### src/lrrs_pkg.sv
// lrrs_pkg: shared constants, state encoding and command struct for the
// lehmer random range selector; no dependencies
`timescale 1ns / 1ps
`default_nettype none

package lrrs_pkg;

    localparam int SEED_W = 31;
    localparam int MUL_W  = 15;
    localparam int PROD_W = SEED_W + MUL_W;

    localparam logic [SEED_W-1:0] LEHMER_MOD = 31'h7FFF_FFFF;
    localparam logic [MUL_W-1:0]  LEHMER_MUL = 15'd16807;

    localparam int STEPS_PER_DRAW_DEF = 5;

    // shared restoring divider, 32-bit dividend, two quotient bits a cycle
    localparam int DIV_W              = 32;
    localparam int DIV_BITS_PER_CYCLE = 2;
    localparam int DIV_CYCLES         = DIV_W / DIV_BITS_PER_CYCLE;
    localparam int DIV_CNT_W          = $clog2(DIV_CYCLES);

    localparam logic OP_DRAW = 1'b0;
    localparam logic OP_LOAD = 1'b1;

    typedef enum logic [2:0] {
        ST_IDLE,
        ST_MUL,
        ST_RED,
        ST_DIV_RANGE,
        ST_DIV_SETUP,
        ST_DIV_SEED,
        ST_FINISH
    } state_t;

    typedef struct packed {
        logic load_seed;
        logic mul;
        logic reduce;
        logic div_init_range;
        logic div_init_seed;
        logic div_step;
        logic out_load;
        logic out_draw;
    } lrrs_cmd_t;

endpackage

`default_nettype wire

### src/lrrs_if.sv
// lrrs_if: request and result channel interfaces with valid/ready handshake
// depends on lrrs_pkg for field widths
`timescale 1ns / 1ps
`default_nettype none

interface lrrs_req_if;
    import lrrs_pkg::*;

    logic              valid;
    logic              ready;
    logic              op;
    logic [SEED_W-1:0] seed_value;

    modport source (output valid, output op, output seed_value, input ready);
    modport sink   (input valid, input op, input seed_value, output ready);
endinterface

interface lrrs_rsp_if;
    import lrrs_pkg::*;

    logic              valid;
    logic              ready;
    logic [SEED_W-1:0] selection;
    logic [SEED_W-1:0] seed_out;

    modport source (output valid, output selection, output seed_out, input ready);
    modport sink   (input valid, input selection, input seed_out, output ready);
endinterface

`default_nettype wire

### src/lrrs_ctrl.sv
// lrrs_ctrl: sequencer for seed steps, the two divisions and result handoff
// depends on lrrs_pkg; drives the datapath through lrrs_cmd_t
`timescale 1ns / 1ps
`default_nettype none

module lrrs_ctrl #(
    parameter int STEPS_PER_DRAW = lrrs_pkg::STEPS_PER_DRAW_DEF
) (
    input  wire logic              clk,
    input  wire logic              rst_n,
    input  wire logic              req_valid,
    input  wire logic              req_op,
    output logic                   req_ready,
    input  wire logic              rsp_ready,
    output logic                   rsp_valid,
    output lrrs_pkg::lrrs_cmd_t    cmd
);
    import lrrs_pkg::*;

    localparam int STEP_W = $clog2(STEPS_PER_DRAW + 1);

    state_t                 state_reg, state_next;
    logic [STEP_W-1:0]      step_cnt_reg, step_cnt_next;
    logic [DIV_CNT_W-1:0]   div_cnt_reg, div_cnt_next;
    logic                   draw_reg, draw_next;
    logic                   out_valid_reg, out_valid_next;

    logic accept;
    logic out_free;
    logic step_last;
    logic div_last;

    assign req_ready = (state_reg == ST_IDLE);
    assign accept    = req_valid && req_ready;
    assign out_free  = !out_valid_reg || rsp_ready;
    assign step_last = (step_cnt_reg == STEP_W'(STEPS_PER_DRAW - 1));
    assign div_last  = (div_cnt_reg == DIV_CNT_W'(DIV_CYCLES - 1));
    assign rsp_valid = out_valid_reg;

    always_comb
    begin
        state_next    = state_reg;
        step_cnt_next = step_cnt_reg;
        div_cnt_next  = div_cnt_reg;
        draw_next     = draw_reg;
        unique case (state_reg)
            ST_IDLE:
            begin
                if (accept)
                begin
                    draw_next     = (req_op == OP_DRAW);
                    step_cnt_next = '0;
                    state_next    = (req_op == OP_DRAW) ? ST_MUL : ST_FINISH;
                end
            end
            ST_MUL:
            begin
                state_next = ST_RED;
            end
            ST_RED:
            begin
                if (step_last)
                begin
                    div_cnt_next = '0;
                    state_next   = ST_DIV_RANGE;
                end
                else
                begin
                    step_cnt_next = step_cnt_reg + STEP_W'(1);
                    state_next    = ST_MUL;
                end
            end
            ST_DIV_RANGE:
            begin
                div_cnt_next = div_cnt_reg + DIV_CNT_W'(1);
                if (div_last)
                begin
                    state_next = ST_DIV_SETUP;
                end
            end
            ST_DIV_SETUP:
            begin
                div_cnt_next = '0;
                state_next   = ST_DIV_SEED;
            end
            ST_DIV_SEED:
            begin
                div_cnt_next = div_cnt_reg + DIV_CNT_W'(1);
                if (div_last)
                begin
                    state_next = ST_FINISH;
                end
            end
            ST_FINISH:
            begin
                if (out_free)
                begin
                    state_next = ST_IDLE;
                end
            end
            default:
            begin
                state_next = ST_IDLE;
            end
        endcase
    end

    always_comb
    begin
        cmd = '0;
        unique case (state_reg)
            ST_IDLE:      cmd.load_seed      = accept && (req_op == OP_LOAD);
            ST_MUL:       cmd.mul            = 1'b1;
            ST_RED:
            begin
                cmd.reduce         = 1'b1;
                cmd.div_init_range = step_last;
            end
            ST_DIV_RANGE: cmd.div_step       = 1'b1;
            ST_DIV_SETUP: cmd.div_init_seed  = 1'b1;
            ST_DIV_SEED:  cmd.div_step       = 1'b1;
            ST_FINISH:
            begin
                cmd.out_load = out_free;
                cmd.out_draw = draw_reg;
            end
            default:      cmd = '0;
        endcase
    end

    // result register is taken over as soon as the old one is requested away
    always_comb
    begin
        out_valid_next = out_valid_reg;
        if (cmd.out_load)
        begin
            out_valid_next = 1'b1;
        end
        else if (rsp_ready)
        begin
            out_valid_next = 1'b0;
        end
    end

    always_ff @(posedge clk or negedge rst_n)
    begin
        if (!rst_n)
        begin
            state_reg     <= ST_IDLE;
            step_cnt_reg  <= '0;
            div_cnt_reg   <= '0;
            draw_reg      <= 1'b0;
            out_valid_reg <= 1'b0;
        end
        else
        begin
            state_reg     <= state_next;
            step_cnt_reg  <= step_cnt_next;
            div_cnt_reg   <= div_cnt_next;
            draw_reg      <= draw_next;
            out_valid_reg <= out_valid_next;
        end
    end

endmodule

`default_nettype wire

### src/lrrs_dp.sv
// lrrs_dp: seed and range registers, 31x15 multiplier with mersenne
// reduction, shared restoring divider and result registers; uses lrrs_pkg
`timescale 1ns / 1ps
`default_nettype none

module lrrs_dp (
    input  wire logic                     clk,
    input  wire logic                     rst_n,
    input  wire lrrs_pkg::lrrs_cmd_t      cmd,
    input  wire logic                     cfg_wr_en,
    input  wire logic [lrrs_pkg::SEED_W-1:0] cfg_wr_data,
    input  wire logic [lrrs_pkg::SEED_W-1:0] seed_value,
    output logic [lrrs_pkg::SEED_W-1:0]   selection,
    output logic [lrrs_pkg::SEED_W-1:0]   seed_out
);
    import lrrs_pkg::*;

    logic [SEED_W-1:0] range_reg;
    logic [SEED_W-1:0] seed_reg, seed_next;
    logic [PROD_W-1:0] prod_reg;
    logic [SEED_W-1:0] rem_reg, rem_next;
    logic [DIV_W-1:0]  quo_reg, quo_next;
    logic [SEED_W-1:0] dvs_reg, dvs_next;
    logic [SEED_W-1:0] sel_out_reg;
    logic [SEED_W-1:0] seed_out_reg;

    logic [SEED_W:0]   red_sum;
    logic [SEED_W-1:0] red_val;
    logic [SEED_W-1:0] range_eff;

    // 2^31 == 1 mod (2^31-1): fold the high part onto the low part
    assign red_sum = {1'b0, prod_reg[SEED_W-1:0]}
                   + (SEED_W+1)'(prod_reg[PROD_W-1:SEED_W]);
    assign red_val = (red_sum >= {1'b0, LEHMER_MOD})
                   ? SEED_W'(red_sum - {1'b0, LEHMER_MOD})
                   : red_sum[SEED_W-1:0];

    assign range_eff = (range_reg == '0) ? SEED_W'(1) : range_reg;

    always_comb
    begin
        seed_next = seed_reg;
        if (cmd.load_seed)
        begin
            seed_next = seed_value;
        end
        else if (cmd.reduce)
        begin
            seed_next = red_val;
        end
    end

    always_comb
    begin
        logic [SEED_W-1:0] rem_v;
        logic [DIV_W-1:0]  quo_v;
        logic [SEED_W:0]   trial;
        logic              qbit;
        rem_v    = rem_reg;
        quo_v    = quo_reg;
        trial    = '0;
        qbit     = 1'b0;
        rem_next = rem_reg;
        quo_next = quo_reg;
        dvs_next = dvs_reg;
        if (cmd.div_init_range)
        begin
            rem_next = '0;
            quo_next = {1'b0, LEHMER_MOD};
            dvs_next = range_eff;
        end
        else if (cmd.div_init_seed)
        begin
            rem_next = '0;
            quo_next = {1'b0, seed_reg};
            dvs_next = quo_reg[SEED_W-1:0];
        end
        else if (cmd.div_step)
        begin
            for (int i = 0; i < DIV_BITS_PER_CYCLE; i++)
            begin
                trial = {rem_v, quo_v[DIV_W-1]};
                qbit  = (trial >= {1'b0, dvs_reg});
                if (qbit)
                begin
                    rem_v = SEED_W'(trial - {1'b0, dvs_reg});
                end
                else
                begin
                    rem_v = trial[SEED_W-1:0];
                end
                quo_v = {quo_v[DIV_W-2:0], qbit};
            end
            rem_next = rem_v;
            quo_next = quo_v;
        end
    end

    always_ff @(posedge clk or negedge rst_n)
    begin
        if (!rst_n)
        begin
            range_reg <= SEED_W'(1);
            seed_reg  <= SEED_W'(1);
        end
        else
        begin
            if (cfg_wr_en)
            begin
                range_reg <= cfg_wr_data;
            end
            seed_reg <= seed_next;
        end
    end

    always_ff @(posedge clk)
    begin
        if (cmd.mul)
        begin
            prod_reg <= PROD_W'(seed_reg) * PROD_W'(LEHMER_MUL);
        end
        rem_reg <= rem_next;
        quo_reg <= quo_next;
        dvs_reg <= dvs_next;
        if (cmd.out_load)
        begin
            sel_out_reg  <= cmd.out_draw ? quo_reg[SEED_W-1:0] + SEED_W'(1) : '0;
            seed_out_reg <= seed_reg;
        end
    end

    assign selection = sel_out_reg;
    assign seed_out  = seed_out_reg;

endmodule

`default_nettype wire

### src/lehmer_random_range_select.sv
// lehmer_random_range_select: top level joining lrrs_ctrl and lrrs_dp
// depends on lrrs_pkg and the lrrs_req_if / lrrs_rsp_if interfaces
`timescale 1ns / 1ps
`default_nettype none

// Minimal standard Lehmer generator with range scaling. A draw request
// advances the seed STEPS_PER_DRAW times (seed * 16807 mod 2^31-1) and returns
// 1 + seed / floor((2^31-1) / range), which can reach range + 1; a load
// request replaces the seed and returns selection 0. Requests are handled one
// at a time. A draw runs each step through the single 31x15 multiplier and
// its modular fold, then makes two passes of the shared two-bit-per-cycle
// divider with a setup state between them, and loads the result into the
// output register; a load goes through the finish state into it. A finished
// result sits in an output register, so the next request is taken while it
// waits; the block stalls only if a second result is ready before the first
// is taken. range is written through cfg_wr_en/cfg_wr_data; the user must write
// it only while idle, as the block does not enforce this; zero acts as one.
module lehmer_random_range_select #(
    parameter int STEPS_PER_DRAW = lrrs_pkg::STEPS_PER_DRAW_DEF
) (
    input  wire logic                        clk,
    input  wire logic                        rst_n,
    input  wire logic                        cfg_wr_en,
    input  wire logic [lrrs_pkg::SEED_W-1:0] cfg_wr_data,
    lrrs_req_if.sink                         request,
    lrrs_rsp_if.source                       result
);
    import lrrs_pkg::*;

    lrrs_cmd_t cmd;

    lrrs_ctrl #(
        .STEPS_PER_DRAW (STEPS_PER_DRAW)
    ) u_ctrl (
        .clk       (clk),
        .rst_n     (rst_n),
        .req_valid (request.valid),
        .req_op    (request.op),
        .req_ready (request.ready),
        .rsp_ready (result.ready),
        .rsp_valid (result.valid),
        .cmd       (cmd)
    );

    lrrs_dp u_dp (
        .clk         (clk),
        .rst_n       (rst_n),
        .cmd         (cmd),
        .cfg_wr_en   (cfg_wr_en),
        .cfg_wr_data (cfg_wr_data),
        .seed_value  (request.seed_value),
        .selection   (result.selection),
        .seed_out    (result.seed_out)
    );

`ifndef SYNTH
    // at most one of multiply, fold, divider step, result load and seed load is active at once
    a_one_op: assert property (@(posedge clk) disable iff (!rst_n)
        $onehot0({cmd.mul, cmd.reduce, cmd.div_step, cmd.out_load, cmd.load_seed}))
        else $error("more than one datapath operation at once");

    // one request in flight: no second accept right after the first
    a_single_item: assert property (@(posedge clk) disable iff (!rst_n)
        (request.valid && request.ready) |=> !request.ready)
        else $error("request accepted while previous still in progress");

    // the divider, multiplier and fold never run while the block is open for requests
    a_div_busy: assert property (@(posedge clk) disable iff (!rst_n)
        request.ready |-> !(cmd.div_step || cmd.mul || cmd.reduce))
        else $error("datapath busy while idle");
`endif

endmodule

`default_nettype wire
### src/flat_wrapper.sv
// flat-port wrapper written by rule: the top's interface ports become plain ports
module lehmer_random_range_select_flat import lrrs_pkg::*;
#(
    parameter int STEPS_PER_DRAW = lrrs_pkg::STEPS_PER_DRAW_DEF
)
  (clk, rst_n, cfg_wr_en, cfg_wr_data, request_valid, request_op, request_seed_value, request_ready, result_valid, result_selection, result_seed_out, result_ready);
  lrrs_req_if request_i ();
  lrrs_rsp_if result_i ();
  input  wire logic clk;
  input  wire logic rst_n;
  input  wire logic cfg_wr_en;
  input  wire logic [lrrs_pkg::SEED_W-1:0] cfg_wr_data;
  input wire logic [$bits(request_i.valid)-1:0] request_valid;
  input wire logic [$bits(request_i.op)-1:0] request_op;
  input wire logic [$bits(request_i.seed_value)-1:0] request_seed_value;
  output wire logic [$bits(request_i.ready)-1:0] request_ready;
  output wire logic [$bits(result_i.valid)-1:0] result_valid;
  output wire logic [$bits(result_i.selection)-1:0] result_selection;
  output wire logic [$bits(result_i.seed_out)-1:0] result_seed_out;
  input wire logic [$bits(result_i.ready)-1:0] result_ready;
  assign request_i.valid = request_valid;
  assign request_i.op = request_op;
  assign request_i.seed_value = request_seed_value;
  assign request_ready = request_i.ready;
  assign result_valid = result_i.valid;
  assign result_selection = result_i.selection;
  assign result_seed_out = result_i.seed_out;
  assign result_i.ready = result_ready;
  lehmer_random_range_select #(.STEPS_PER_DRAW(STEPS_PER_DRAW)) u_core (.clk(clk), .rst_n(rst_n), .cfg_wr_en(cfg_wr_en), .cfg_wr_data(cfg_wr_data), .request(request_i), .result(result_i));
endmodule
### config.mk
export PLATFORM = sky130hd
export DESIGN_NAME = lehmer_random_range_select_flat
export DESIGN_NICKNAME = d
export VERILOG_FILES = /design/src/lrrs_pkg.sv /design/src/lrrs_if.sv /design/src/lrrs_ctrl.sv /design/src/lrrs_dp.sv /design/src/lehmer_random_range_select.sv /design/src/flat_wrapper.sv
export SDC_FILE = /design/constraint.sdc
export NUM_CORES = 1
export LEC_CHECK = 0
export ABC_CLOCK_PERIOD_IN_PS = 13400
export BUFFER_PORTS_ARGS = -buffer_cell sky130_fd_sc_hd__buf_4
export CAP_MARGIN = 20
export CORE_MARGIN = 2
export CORE_UTILIZATION = 38
export DETAILED_ROUTE_END_ITERATION = 6
export PLACE_DENSITY = 0.5
export SLEW_MARGIN = 0
export SYNTH_ARGS = -nofsm -noshare
export SYNTH_HDL_FRONTEND = slang
export SYNTH_SLANG_ARGS = --single-unit
### constraint.sdc
create_clock -name clk -period 13.4 [get_ports clk]
set_clock_uncertainty 0.2 [all_clocks]
set_input_delay 0.67 -clock clk [delete_from_list [all_inputs] [get_ports clk]]
set_output_delay 0.67 -clock clk [all_outputs]
set_load 0.05 [all_outputs]
---- Yosys cells after proc, flatten, opt, wreduce, memory -nomap -nowiden ----
Cells that the tools add are included.
word-level totals
  flip-flop bits (word level) ............. 276
  word-level logic and storage cells ...... 91
operators by class
  add/sub/neg operators ................... 7
  multipliers ............................. 1
  magnitude comparators ................... 3
  equal/unequal tests ..................... 14
  muxes and demuxes ....................... 33
  bitwise logic cells ..................... 1
  reductions and logical operators ........ 18
operators by type and width
  operator                                               number
  2-to-1 mux 31 bit                                      13
  >= comparator 32 x 31 -> 1 bit                         2
  subtractor 31 bit                                      2
  multiplier 31 x 15 -> 46 bit, second input constant    1
  adder 31 x 15 -> 32 bit                                1
  >= comparator 32 x 31 -> 1 bit, second input constant  1
  adder 31 x 1 -> 31 bit, second input constant          1
  zero test 31 bit                                       1
  subtractor 31 bit, second input constant               1
  2-to-1 mux 3 bit                                       7
  one-hot mux 3 bit (7 select lines)                     1
  equality test 3 bit, second input constant             4
  one-hot mux 4 bit (3 select lines)                     1
  != test 2 bit, second input constant                   5
  nonzero test 2 bit                                     5
  equality test 3 x 2 -> 1 bit, second input constant    2
  2-to-1 mux 1 bit                                       6
  2-to-1 mux 2 bit                                       3
  one-hot mux 3 bit (2 select lines)                     1
  adder 4 x 1 -> 4 bit, second input constant            1
  equality test 4 bit, second input constant             1
  2-to-1 mux 4 bit                                       1
  AND reduction 2 bit                                    2
  AND reduction 4 bit                                    1
  other kinds (11)                                       13

---- Depth between registers and ports, before layout ----
  depth after elaboration ................. 9
  gate-level depth with buffers ........... 28

---- Hierarchy ----
From an unflattened synthesis, not the netlist that was laid out.
unflattened totals
  cell total of the unflattened synthesis .. 2,495
  area, all modules ....................... 24,208.2 µm²
by module, submodules not included
  module     instances  cells each  area each (µm²)
  lrrs_dp    1          2,408       23,475.0
  lrrs_ctrl  1          87          733.2

---- Worst setup path after synthesis ----
No wires, ideal clock.
  kind .................................... reg2reg
  start ................................... reg u_core.u_dp.seed_reg[26]
  end ..................................... reg u_core.u_dp.prod_reg[45], data pin
  setup time .............................. 255 ps
  arrival time ............................ 5,725 ps
  path slack .............................. 7,220 ps
  stages on the path, launching flop included .. 24
  buffers on the path ..................... 1
  period minus slack after synthesis ...... 6,180 ps
  cells stage by stage .................... dfrtp_1 inv_1 fa_1 inv_1 ha_1 inv_1 fa_1 inv_1 fa_1 fa_1 inv_1 fa_1 inv_1 ha_1 clkbuf_1 a21o_1 a21o_1 a21oi_1 o21bai_1 a311o_1 o21ai_0 o21ai_1 a221o_1 and2_1
on the way
  word-level cells in the longest chain between the ends .. 1
RTL lines
  element                       line            text
  from (decl)                   lrrs_dp.sv:19   logic [SEED_W-1:0] seed_reg, seed_next;
  from (signal assigned)        lrrs_dp.sv:112  seed_reg <= seed_next;
  multiplier 31 x 15 -> 46 bit  lrrs_dp.sv:120  prod_reg <= PROD_W'(seed_reg) * PROD_W'(LEHMER_MUL);
  to (signal assigned)          lrrs_dp.sv:120
  to (decl)                     lrrs_dp.sv:20   logic [PROD_W-1:0] prod_reg;
No other way between the ends.
A chain may end at the register's enable or synchronous reset.

---- Worst setup path after layout ----
  start ................................... reg u_core.u_dp.seed_reg[26]
  end ..................................... reg u_core.u_dp.prod_reg[43], data pin
The elaborated chain is that of the path after synthesis.

==> results.md <==
- The flow ran to the end, and the final reports show no timing, DRC or antenna violations.
- The die is 258 µm tall.
- The first detailed-routing pass ran for 5 iterations.
- The total overflow left after global routing is 0.
- The number of buffers between clock root and the deepest sink is 3.
- Ranked by total cell area, the synthesized netlist is headed by edfxtp_1 (17%), ha_1 (14%), fa_1 (11%), dfrtp_1 (7.4%), inv_1 (5.4%).
- Setup repair after global routing left no endpoint under its margin.
- The share of final-layout standard cells stronger than drive strength 1 is 0.103.
- Counting flops with a built-in enable in the synthesized netlist gives 139.
- The routed wire length per instance is 20.1 µm.
- The clock tree from TritonCTS is yes.
- The number of clock buffers added by TritonCTS is 37.
- In this run the post-CTS setup repair buffer count came out at 0.
- The first-pass GRT wire length is 117 mm.
- The clock net in this run drives a total of 276 sinks.
- After synthesis, the mean cell area works out to 9.13 µm².
- The number of levels in the clock H-tree is 2.
- The half-perimeter wire length after placement is 57.1 mm.
- Buffers placed on the I/O ports in this run total 131.
- 132 I/O pins were placed.
- The total negative slack for setup checks is 0 ns.
- The placed instance count is 3594.
- The initial detailed-routing violation count is 1247.
- The tree is rooted in a clkbuf_16.
- The number of storage elements in the synthesis netlist is 276.
- The max capacitance violation total is 0.
- The largest net degree at the start of global routing is 83.
- The final weighted congestion of routability-driven global placement is 0.908.
- The library cell with the highest instance count after synthesis is inv_1.
- The final net count is 3252.
- For this run, the top clock speed supported by timing is 134 MHz.
- The initial antenna violation count is 1.
- The worst setup path is captured at a flip-flop.
- The post-synthesis sequential area ratio is 0.298.
- The dominant synthesized flop cell is edfxtp_1.
- In this run the worst path has a maximum fanout of 8.
- Counting flops with an async set or reset pin after synthesis yields a share of 0.268.
- The distinct cell type count after synthesis is 95.
- The clock latency of the later-clocked register in the worst-skew pair is 0.56 ns.
- The max-slew violation count came to 0.
- In the finished design, the share of the clock period the worst path needs comes to 0.558.
- The via count of the first global-routing pass came to 20.0k.
- The worst setup path is launched from a flip-flop.
- The peak per-stage delay on the critical path is 0.81 ns.
- The required time of the critical path is 13.49 ns.
- The critical path goes through inv_1 -> fa_1 -> inv_1 -> ha_1 -> inv_1 -> fa_1 -> inv_1 -> fa_1 -> fa_1 -> inv_1 -> fa_1 -> inv_1 -> ha_1 -> nand4_1 -> nor3_1 -> inv_1 -> o41ai_1 -> o21ai_0 -> o21ai_1 -> a221o_1 -> xnor2_1.
- The total routing usage reported by global routing is 0.222.
- The ratio of routed vias to standard cells is 5.41.
- By count the netlist is led by inv_1 (349), nand2_1 (300), ha_1 (269).
- The slack of the critical path is 5.92 ns.
- The worst-path cell with the longest stage delay is o41ai_1.
- The flip-flop count of the largest register after layout is 46.
- From synthesis to final layout, the design area changed by 12.3%.
- The initialized floorplan defines 93 standard-cell rows.
- The post-synthesis instance area is 24500 µm².
- The floorplan step defined a die boundary enclosing 66500 µm².
- Setup violations remaining at the end of the flow were counted as 0.
- The dominant cell type by count on the critical path is inv_1.
- The synthesis warning total is 0.
- The most area-hungry cell type in the Yosys netlist is edfxtp_1.
- The detail route stage leaves a number of antenna-violating nets equal to 0.
- The die is 258 µm wide.
- The count of cells in the finished layout, fillers not included, comes to 3662.
- By startpoint and endpoint, the worst setup path is classified as flip-flop to flip-flop.
- The critical path data arrival time is 7.56 ns.
- The final count of hold timing violations is 0.
- For this configuration, the core starts out at a cell density of 0.382.
- The pre-CTS setup slack is 5.90 ns.
- The final wirelength is 73.6 mm.
- The share of synthesized area in the top cell type comes to 0.170.
- After detailed routing, the number of remaining DRC violations is 0.
- The number of nets in the synthesized netlist is 3154.
- The worst path in the final design needs a cycle of 7.48 ns, including I/O delays and setup.
- The worst pin sits at a relative slew slack of 0.384.
- At the pin with the least slew margin, the transition time is 0.924 ns.
- The routed layout has 19.8k vias.
- Counting every instance in the synthesized netlist gives 2681.
- The core box area is 64100 µm².
- The worst hold path belongs to the class input port to flip-flop.
- The clock input transition at the sequential cells of the worst setup and hold paths is 0.06 ns.
- The diode insertion count for antenna repair is 0.
[layout make-up]
class | instances | area (µm²)
Fill cell | 6390 | 36600
Sequential cell | 276 | 7290
Inverter | 350 | 1310
Tap cell | 855 | 1070
Multi-Input combinational cell | 1962 | 15500
Clock inverter | 17 | 106
Timing Repair Buffer | 152 | 1160
Clock buffer | 50 | 1000
[cell usage in the layout (no fill, tap or decap), types with 22 or more instances in the layout]
master | netlist | final
buf_4 | 1 | 150
xor2_1 | 64 | 64
and3_1 | 23 | 23
a21o_1 | 46 | 46
xnor2_1 | 80 | 80
inv_1 | 349 | 349
o21ai_0 | 161 | 161
mux2i_1 | 24 | 24
mux2_2 | 34 | 34
o21a_1 | 22 | 22
ha_1 | 269 | 269
a211oi_1 | 25 | 25
fa_1 | 136 | 136
a21oi_1 | 151 | 150
nor2_1 | 130 | 127
a221oi_1 | 35 | 35
nand2_1 | 300 | 300
dfrtp_1 | 72 | 72
nand3_1 | 63 | 63
edfxtp_1 | 139 | 139
nor3_1 | 54 | 52
nand4_1 | 31 | 31
dfxtp_1 | 63 | 63
clkbuf_16 | 0 | 37
[critical path: cells and delay by family (launching register included)]
family | cells | cell delay [ns]
AO/OA/AOI/OAI | 4 | 1.88
XOR/XNOR | 1 | 0.07
adder cells (fa/ha/maj) | 7 | 3.30
buffers and inverters | 7 | 0.55
flip-flops | 1 | 0.65
AND/OR/NAND/NOR | 2 | 0.56
[metal layers]
metal  GRT usage  vias to the layer above  share of wire  routed length, µm
li1            -                     9629              -                  -
met5           0                        -              0                  0
met1       0.303                     9679           0.46              33700
met3      0.0213                       92          0.033               2460
met4      0.0613                        0          0.025               1850
met2       0.377                      397           0.48              35600
[metrics by stage]
stage	utilization	hold WS [ns]	area, µm²
4_1_cts	0.429	0.103	27500
3_5_place_dp	0.411	0.272	26400
6_report	0.429	0.133	27500
2_1_floorplan	-	0.174	24500
3_3_place_gp	0.411	0.272	26300
5_1_grt	0.429	0.127	27500
[final timing paths]
path | start | to | slack, ns | depth (start not counted)
worst max register to register | u_core.u_dp.seed_reg[26]$_DFFE_PN0P_ | u_core.u_dp.prod_reg[43]$_DFFE_PP_ | 5.92 | 21
min in group asynchronous | rst_n | u_core.u_dp.range_reg[20]$_DFFE_PN0P_ | 0.42 | 2
worst min register to register | u_core.u_dp.quo_reg[31]$_SDFFE_PP0P_ | u_core.u_dp.quo_reg[31]$_SDFFE_PP0P_ | 0.28 | 2
worst min-delay path | request_seed_value[26] | u_core.u_dp.seed_reg[26]$_DFFE_PN0P_ | 0.13 | 3
max in group asynchronous | rst_n | u_core.u_dp.seed_reg[15]$_DFFE_PN0P_ | 11.55 | 3
worst max-delay path | u_core.u_dp.seed_reg[26]$_DFFE_PN0P_ | u_core.u_dp.prod_reg[43]$_DFFE_PP_ | 5.92 | 21
[kinds of logic (layout without fill, tap and decap cells)]
kind of cell,after synthesis,count (layout),synth area share
AOI/OAI and AO/OA,615,615,0.164
xor gates and xnor gates,144,144,0.0515
buffers and inverters,443,569,0.0695
and+or+nand+nor,740,740,0.143
DFF,276,276,0.298
adders and majority gates,405,405,0.249
muxes,58,58,0.0254
[repair_timing]
item | CTS | global route
resized for setup | 0 | 0
hold endpoints to repair | 35 | 0
hold buffers | 1 | 0
Power is left out: the tool's default activity adds up to more than one toggle a clock period on the data nets, which glitch-free logic cannot reach.
